--- src/sv/kvt_pkg.sv ---
package kvt_pkg;

    // operation codes (slave-side tuser)
    localparam logic [1:0] KIND_INSERT = 2'd0;
    localparam logic [1:0] KIND_FIND   = 2'd1;
    localparam logic [1:0] KIND_REMOVE = 2'd2;

    // result codes (master-side tuser)
    localparam logic [2:0] ST_INSERTED  = 3'd0;
    localparam logic [2:0] ST_UPDATED   = 3'd1;
    localparam logic [2:0] ST_FOUND     = 3'd2;
    localparam logic [2:0] ST_NOT_FOUND = 3'd3;
    localparam logic [2:0] ST_REMOVED   = 3'd4;
    localparam logic [2:0] ST_FULL      = 3'd5;

    // control part of the request token walking the cell chain
    typedef struct packed {
        logic       active;
        logic [1:0] kind;
        logic       hit;
        logic       free_found;
    } kvt_ctrl_t;

endpackage

--- src/sv/kvt_cell.sv ---
module kvt_cell #(
    parameter int KEY_BITS   = 32,
    parameter int VALUE_BITS = 32,
    parameter int IDX_BITS   = 4,
    parameter int INDEX      = 0
) (
    input  logic                  clk,
    input  logic                  rst_n,
    // token from the left neighbor
    input  kvt_pkg::kvt_ctrl_t    in_ctrl,
    input  logic [KEY_BITS-1:0]   in_key,
    input  logic [VALUE_BITS-1:0] in_wval,
    input  logic [VALUE_BITS-1:0] in_rd,
    input  logic [IDX_BITS-1:0]   in_slot,
    // token to the right neighbor
    output kvt_pkg::kvt_ctrl_t    out_ctrl,
    output logic [KEY_BITS-1:0]   out_key,
    output logic [VALUE_BITS-1:0] out_wval,
    output logic [VALUE_BITS-1:0] out_rd,
    output logic [IDX_BITS-1:0]   out_slot,
    // new-entry write broadcast from the chain end
    input  logic                  commit_en,
    input  logic [IDX_BITS-1:0]   commit_slot,
    input  logic [KEY_BITS-1:0]   commit_key,
    input  logic [VALUE_BITS-1:0] commit_val
);
    import kvt_pkg::*;

    localparam logic [IDX_BITS-1:0] MY_IDX = IDX_BITS'(INDEX);

    logic [KEY_BITS-1:0]   entry_key_reg;
    logic [VALUE_BITS-1:0] entry_value_reg;
    logic                  entry_valid_reg;
    logic                  entry_valid_next;

    kvt_ctrl_t             ctrl_reg;
    kvt_ctrl_t             ctrl_next;
    logic [KEY_BITS-1:0]   key_pass_reg;
    logic [VALUE_BITS-1:0] wval_reg;
    logic [VALUE_BITS-1:0] rd_reg;
    logic [VALUE_BITS-1:0] rd_next;
    logic [IDX_BITS-1:0]   slot_reg;
    logic [IDX_BITS-1:0]   slot_next;

    logic match;
    logic take_free;
    logic commit_here;
    logic update_here;

    assign match       = in_ctrl.active && entry_valid_reg && (entry_key_reg == in_key);
    assign take_free   = in_ctrl.active && !entry_valid_reg && !in_ctrl.free_found;
    assign commit_here = commit_en && (commit_slot == MY_IDX);
    assign update_here = match && (in_ctrl.kind == KIND_INSERT);

    always_comb
    begin
        ctrl_next            = in_ctrl;
        ctrl_next.hit        = in_ctrl.hit | match;
        ctrl_next.free_found = in_ctrl.free_found | take_free;
        slot_next            = take_free ? MY_IDX : in_slot;
        rd_next              = (match && in_ctrl.kind == KIND_FIND) ? entry_value_reg : in_rd;
        entry_valid_next     = entry_valid_reg;
        if (commit_here)
        begin
            entry_valid_next = 1'b1;
        end
        else if (match && in_ctrl.kind == KIND_REMOVE)
        begin
            entry_valid_next = 1'b0;
        end
    end

    always_ff @(posedge clk or negedge rst_n)
    begin
        if (!rst_n)
        begin
            ctrl_reg        <= '0;
            entry_valid_reg <= 1'b0;
        end
        else
        begin
            ctrl_reg        <= ctrl_next;
            entry_valid_reg <= entry_valid_next;
        end
    end

    always_ff @(posedge clk)
    begin
        key_pass_reg <= in_key;
        wval_reg     <= in_wval;
        rd_reg       <= rd_next;
        slot_reg     <= slot_next;
        if (commit_here)
        begin
            entry_key_reg   <= commit_key;
            entry_value_reg <= commit_val;
        end
        else if (update_here)
        begin
            entry_value_reg <= in_wval;
        end
    end

    assign out_ctrl = ctrl_reg;
    assign out_key  = key_pass_reg;
    assign out_wval = wval_reg;
    assign out_rd   = rd_reg;
    assign out_slot = slot_reg;

endmodule

--- src/sv/key_value_table.sv ---
// key_value_table: associative key/value store built as a row of entry cells.
// Slave side: one transfer per request; tuser carries the operation (insert,
// find, remove), tdata the key and the value to store. Master side: one
// transfer per request; tuser carries the status, tdata the value read by a
// successful find (zero for every other result).
// A request token walks the cell row, one cell per cycle. Each cell compares
// its key, applies update/find/remove on a match and records the first free
// entry. At the end of the row a new insert is written back to the free cell
// by a one-cycle broadcast.
// A result leaves the row end through the holding register into the output
// register that drives m_axis_tvalid. One request is in flight at a time: the
// slave side closes on acceptance and reopens as its result is loaded out.
// Reset clears all valid marks at once; the table is usable right after reset.
// A stalled receiver: the result waits in the output register while the next
// request is accepted and walked; that request's result then parks in a
// holding register and the slave side stays closed until it moves on.
module key_value_table #(
    parameter int CAPACITY   = 16,
    parameter int KEY_BITS   = 32,
    parameter int VALUE_BITS = 32
) (
    input  logic        clk,
    input  logic        rst_n,
    input  logic        s_axis_tvalid,
    output logic        s_axis_tready,
    input  logic [63:0] s_axis_tdata,   // [31:0] lookup_key, [63:32] write_value
    input  logic [1:0]  s_axis_tuser,   // [1:0] kind
    output logic        m_axis_tvalid,
    input  logic        m_axis_tready,
    output logic [31:0] m_axis_tdata,   // [31:0] read_value
    output logic [2:0]  m_axis_tuser    // [2:0] status
);
    import kvt_pkg::*;

    localparam int IDX_BITS = $clog2(CAPACITY);

    // token chain: index k feeds cell k, index CAPACITY is the row end
    kvt_ctrl_t             ctrl_chain [CAPACITY+1];
    logic [KEY_BITS-1:0]   key_chain  [CAPACITY+1];
    logic [VALUE_BITS-1:0] wval_chain [CAPACITY+1];
    logic [VALUE_BITS-1:0] rd_chain   [CAPACITY+1];
    logic [IDX_BITS-1:0]   slot_chain [CAPACITY+1];
    logic [CAPACITY-1:0]   token_here;

    logic                  in_xfer;
    logic                  commit_en;
    kvt_ctrl_t             end_ctrl;
    logic [2:0]            end_status;

    logic                  busy_reg;
    logic                  busy_next;
    logic                  res_valid_reg;
    logic                  res_valid_next;
    logic [2:0]            res_status_reg;
    logic [VALUE_BITS-1:0] res_value_reg;
    logic                  out_valid_reg;
    logic                  out_valid_next;
    logic [2:0]            out_status_reg;
    logic [31:0]           out_value_reg;
    logic                  out_load;

    assign in_xfer       = s_axis_tvalid && s_axis_tready;
    assign s_axis_tready = !busy_reg;

    // token entering the row
    always_comb
    begin
        ctrl_chain[0]            = '0;
        ctrl_chain[0].active     = in_xfer;
        ctrl_chain[0].kind       = s_axis_tuser;
        ctrl_chain[0].hit        = 1'b0;
        ctrl_chain[0].free_found = 1'b0;
    end
    assign key_chain[0]  = KEY_BITS'(s_axis_tdata[31:0]);
    assign wval_chain[0] = VALUE_BITS'(s_axis_tdata[63:32]);
    assign rd_chain[0]   = '0;
    assign slot_chain[0] = '0;

    assign end_ctrl  = ctrl_chain[CAPACITY];
    assign commit_en = end_ctrl.active && (end_ctrl.kind == KIND_INSERT)
                       && !end_ctrl.hit && end_ctrl.free_found;

    for (genvar i = 0; i < CAPACITY; i++)
    begin : g_cell
        kvt_cell #(
            .KEY_BITS   (KEY_BITS),
            .VALUE_BITS (VALUE_BITS),
            .IDX_BITS   (IDX_BITS),
            .INDEX      (i)
        ) u_cell (
            .clk         (clk),
            .rst_n       (rst_n),
            .in_ctrl     (ctrl_chain[i]),
            .in_key      (key_chain[i]),
            .in_wval     (wval_chain[i]),
            .in_rd       (rd_chain[i]),
            .in_slot     (slot_chain[i]),
            .out_ctrl    (ctrl_chain[i+1]),
            .out_key     (key_chain[i+1]),
            .out_wval    (wval_chain[i+1]),
            .out_rd      (rd_chain[i+1]),
            .out_slot    (slot_chain[i+1]),
            .commit_en   (commit_en),
            .commit_slot (slot_chain[CAPACITY]),
            .commit_key  (key_chain[CAPACITY]),
            .commit_val  (wval_chain[CAPACITY])
        );
        assign token_here[i] = ctrl_chain[i+1].active;
    end

    // status decode at the row end
    always_comb
    begin
        case (end_ctrl.kind)
            KIND_INSERT:
            begin
                if (end_ctrl.hit)
                    end_status = ST_UPDATED;
                else if (end_ctrl.free_found)
                    end_status = ST_INSERTED;
                else
                    end_status = ST_FULL;
            end
            KIND_FIND:   end_status = end_ctrl.hit ? ST_FOUND : ST_NOT_FOUND;
            KIND_REMOVE: end_status = end_ctrl.hit ? ST_REMOVED : ST_NOT_FOUND;
            default:     end_status = ST_NOT_FOUND;
        endcase
    end

    // holding register -> output register
    assign out_load = res_valid_reg && (!out_valid_reg || m_axis_tready);

    always_comb
    begin
        busy_next      = busy_reg;
        res_valid_next = res_valid_reg;
        out_valid_next = out_valid_reg;
        if (in_xfer)
            busy_next = 1'b1;
        if (end_ctrl.active)
            res_valid_next = 1'b1;
        if (out_load)
        begin
            res_valid_next = 1'b0;
            out_valid_next = 1'b1;
            busy_next      = 1'b0;
        end
        else if (out_valid_reg && m_axis_tready)
        begin
            out_valid_next = 1'b0;
        end
    end

    always_ff @(posedge clk or negedge rst_n)
    begin
        if (!rst_n)
        begin
            busy_reg      <= 1'b0;
            res_valid_reg <= 1'b0;
            out_valid_reg <= 1'b0;
        end
        else
        begin
            busy_reg      <= busy_next;
            res_valid_reg <= res_valid_next;
            out_valid_reg <= out_valid_next;
        end
    end

    always_ff @(posedge clk)
    begin
        if (end_ctrl.active)
        begin
            res_status_reg <= end_status;
            res_value_reg  <= rd_chain[CAPACITY];
        end
        if (out_load)
        begin
            out_status_reg <= res_status_reg;
            out_value_reg  <= 32'(res_value_reg);
        end
    end

    assign m_axis_tvalid = out_valid_reg;
    assign m_axis_tdata  = out_value_reg;
    assign m_axis_tuser  = out_status_reg;

    // only one request token is ever in the row
    a_one_token: assert property (@(posedge clk) disable iff (!rst_n)
        $countones(token_here) <= 1)
        else $error("more than one token in the cell row");

    // a token in the row always belongs to an accepted request
    a_token_busy: assert property (@(posedge clk) disable iff (!rst_n)
        (token_here != '0) |-> busy_reg)
        else $error("token in the row while idle");

    // the holding register is empty when a token reaches the row end
    a_hold_free: assert property (@(posedge clk) disable iff (!rst_n)
        end_ctrl.active |-> !res_valid_reg)
        else $error("result overrun at the row end");

    // an insert of a new key is committed only with a free entry in hand
    a_commit_free: assert property (@(posedge clk) disable iff (!rst_n)
        commit_en |=> (res_valid_reg && res_status_reg == ST_INSERTED))
        else $error("commit without inserted status");

endmodule

--- config.mk ---
export PLATFORM = sky130hd
export DESIGN_NAME = key_value_table
export DESIGN_NICKNAME = d
export VERILOG_FILES = /design/src/sv/kvt_pkg.sv /design/src/sv/kvt_cell.sv /design/src/sv/key_value_table.sv
export SDC_FILE = /design/constraint.sdc
export NUM_CORES = 2
export LEC_CHECK = 0
export BUFFER_PORTS_ARGS = -buffer_cell sky130_fd_sc_hd__buf_4
export CORE_ASPECT_RATIO = 1.75
export CORE_MARGIN = 1
export CORE_UTILIZATION = 50
export CTS_CLUSTER_SIZE = 40
export DETAILED_ROUTE_END_ITERATION = 10
export PLACE_DENSITY = 0.66
export SETUP_SLACK_MARGIN = 0.15
export SYNTH_ARGS = -nofsm -noshare
export SYNTH_HDL_FRONTEND = slang
export SYNTH_SLANG_ARGS = --single-unit
--- constraint.sdc ---
create_clock -name clk -period 5.1 [get_ports clk]
set_input_delay 1.53 -clock clk [delete_from_list [all_inputs] [get_ports clk]]
set_output_delay 1.53 -clock clk [all_outputs]
set_load 0.1 [all_outputs]
==> impl_metrics.csv <==
group,metric,value,unit
global_routing,grt_pass1_wl,308,mm
cts,hold_buffers,0,
final_layout,syn2layout_area_growth,13.8,%
routing,first_pass_iters,6,
final_layout,finalNonFillerCells,7897,
power_and_ir_drop,clkPwrFrac,0.410,
synth,synth.area.top_cells,"edfxtp_1 (38%), dfxtp_1 (36%), mux2_2 (13%)",
sta,final-hold-violation-count,0,
routing,vias_per_cell,5.37,
flow_run,cap_violations,0,
placement,io_buffers,106,
cts,cts_root_buf,"clkbuf_16",
routing,ant_nets,0,
cts,cts_tree,"done",
synth,ys_types,62,
routing,routed_wl,213,mm
worst_setup_path,required,5.69,ns
power_and_ir_drop,internal_power,35.2,mW
sta,fmax,244,MHz
power_and_ir_drop,p_leak,37.0,nW
power_and_ir_drop,pwr-share-comb,0.041,
synth,yosysWarnings,0,
worst_setup_path,ff2ff_setup_slack,1.0,ns
worst_setup_path,cp-end-kind,"flip-flop",
power_and_ir_drop,switching_share,0.218,
worst_setup_path,reg2reg_to,"g_cell[13].u_cell.entry_value_reg[23]",
die,rows,202,
sta,finalCritPeriodShare,0.804,
routing,dr_total_vias,42407,
sta,rsz0062_at_grt,"false",
synth,ys_seq_area_frac,0.766,
global_routing,grt_pass1_vias,45755,
die,num_io_pins,107,
routing,route.detailed.drc,0,
global_routing,grt_max_degree,67,
cts,postCtsSetupRepairBufs,0,
run_status,outcome,"completed",
sta,fin_hold_ws,0.299,ns
worst_setup_path,rr_worst_depth,5,
cts,numCtsBuffers,233,
sta,fin_worst_skew,0.0627,ns
synth,ys.flop_type,"dfxtp_1",
power_and_ir_drop,p_seq_frac,0.549,
synth,synth_top_area_share,0.375,
synth,ys_seq_elements,2778,
placement,dpl.cell_count,7459,
cts,clkTransAtPathRegs,0.07,ns
routing,drt_iter0_markers,2739,
cts,clk_latency,0.88,ns
sta,min_period,4.10,ns
worst_setup_path,r2r_start,"g_cell[15].u_cell.out_ctrl[3]",
synth,synth_edf_count,1094,
synth,synth_nets,5223,
synth,synth_area,87500,um2
synth,synthTopCellsByCount,"dfxtp_1 (1585), edfxtp_1 (1094), mux2_2 (988)",
worst_setup_path,arrival,4.69,ns
die,core,173000,um2
worst_setup_path,critical_path.startpoint,"g_cell[15].u_cell.out_ctrl[3]",
worst_setup_path,crit_path_end,"g_cell[13].u_cell.entry_value_reg[23]",
worst_setup_path,criticalPathCategory,"flip-flop to flip-flop",
sta,finalSetupTns,0,ns
synth,syn_area_per_cell,17.0,um2
global_routing,grt_overflow_total,0,
sta,setup_viol,0,
cts,h-tree-depth,4,
sta,worstMarginPinSlew,1.41,ns
die,die_area,177000,um2
global_routing,antenna_found_initial,10,
synth,synth_async_sr_flop_share,0.0356,
cts,clock_path_buffers,4,
sta,slew_viol_final,0,
die,die_w,318,um
final_layout,fin_util,0.575,
synth,synth_top_area_cell,"edfxtp_1",
die,die_y,556,um
sta,slew_headroom,0.0484,
worst_setup_path,startpoint_type,"flip-flop",
min_path,min_path_type,"flip-flop to flip-flop",
die,start_util,0.505,
final_layout,nNetsFinal,5520,
worst_setup_path,crit_fanout,18,
power_and_ir_drop,p_per_area,452,nW/um2
synth,yosysMostFrequentCell,"dfxtp_1",
final_layout,layout-drive-gt1-share,0.292,
cts,cts.repair.resized,0,
synth,syn_inst,5153,
power_and_ir_drop,switching_power,9.82,mW
placement,routabilityCongestion,0.951,
placement,place.detailed.hpwl,139,mm
cts,cts_sinks,2778,
power_and_ir_drop,ir_drop,0.000336,V
routing,avgRoutedWirePerCell,27.0,um
global_routing,grtUsageTotal,0.242,
power by group through the flow:
stage	Combinational, mW	Sequential (mW)	Clock, mW
CTS	1.87	24.7	18.8
detailed placement	1.85	25.2	0
global route	1.93	24.8	19.6
floorplan	0.797	25.2	0
finish	1.84	24.7	18.5
global placement	1.83	25.2	0
final cells by class:
type                            instances  area, um2
Antenna cell                            6       15.0
Clock buffer                          346       7090
Clock inverter                         86        976
Fill cell                           13453      73700
Inverter                               68        255
Multi-Input combinational cell       2174      19900
Sequential cell                      2778      67100
Tap cell                             2244       2810
Timing Repair Buffer                  195       1540
through the flow:
stage	worst slack (ns)	area [um2]	power (mW)
3_5_place_dp	0.935	91600	27.0
6_report	0.999	99600	45.0
3_3_place_gp	0.928	91600	27.0
4_1_cts	1.08	99600	45.4
2_1_floorplan	0.742	87500	26.0
5_1_grt	0.961	99600	46.3
layout by cell type, fill, tap and decap left out, types with 7 or more instances in the layout:
master,netlist,routed
or4_1,15,14
or3_1,14,13
xor2_1,86,86
o2111ai_1,14,14
inv_1,66,65
o221ai_1,10,10
clkbuf_1,90,46
edfxtp_1,1094,1094
xnor2_1,313,313
clkbuf_16,0,248
or2_2,36,36
nand2b_1,160,160
dfrtp_1,99,98
clkinv_2,0,37
nand4_1,135,135
a2111o_1,10,10
clkinv_1,2,11
nor2b_1,76,76
nor3_1,25,25
nand3_1,20,19
nand2_1,44,42
nor4_1,46,45
o31ai_4,1,7
and2_1,33,33
nor2_1,44,38
clkbuf_8,0,52
mux2_2,988,988
bufinv_16,0,19
nor4b_1,7,7
buf_4,0,188
a21o_1,16,9
dfxtp_1,1585,1580
a21o_2,0,7
critical path: stages (launching register included):
cell and delay (ns):
dfrtp_1 0.45, nor4b_2 0.53, nand4b_1 0.94, nor2_4 1.02, buf_4 0.50, mux2_2 0.38
logic make-up (layout without fill, tap and decap cells):
| kind of cell | Yosys count | count (layout) | synth area share |
|---|---|---|---|
| xor gates and xnor gates | 399 | 399 | 0.0399 |
| muxes | 992 | 992 | 0.128 |
| DFF | 2778 | 2778 | 0.766 |
| buffers and inverters | 201 | 695 | 0.00923 |
| AOI/OAI and AO/OA | 95 | 95 | 0.00952 |
| and+or+nand+nor | 688 | 688 | 0.0477 |
| other | 0 | 6 | 0 |
metal layers:
metal  vias to the layer above  wire (um)  track usage
li1                      19068          -            -
met5                         -          0            0
met2                      1102     116000        0.456
met3                       501       8120       0.0334
met4                         0      13200        0.139
met1                     21736      75900        0.255
how the worst min path moves through the flow:
stage | start | to | slack, ns | cells past startpoint
6_report | g_cell[1].u_cell.out_wval[6] | g_cell[2].u_cell.out_wval[6] | 0.30 | 0
5_1_grt | g_cell[4].u_cell.out_wval[0] | g_cell[5].u_cell.out_wval[0] | 0.32 | 0
4_1_cts | g_cell[1].u_cell.out_wval[6] | g_cell[2].u_cell.out_wval[6] | 0.31 | 0
3_5_place_dp | g_cell[4].u_cell.out_wval[13] | g_cell[5].u_cell.out_wval[13] | 0.33 | 0
3_3_place_gp | g_cell[3].u_cell.out_wval[19] | g_cell[4].u_cell.out_wval[19] | 0.33 | 0
2_1_floorplan | g_cell[11].u_cell.out_wval[0] | g_cell[12].u_cell.out_wval[0] | 0.33 | 0
(Power assumes the default switching activity.)
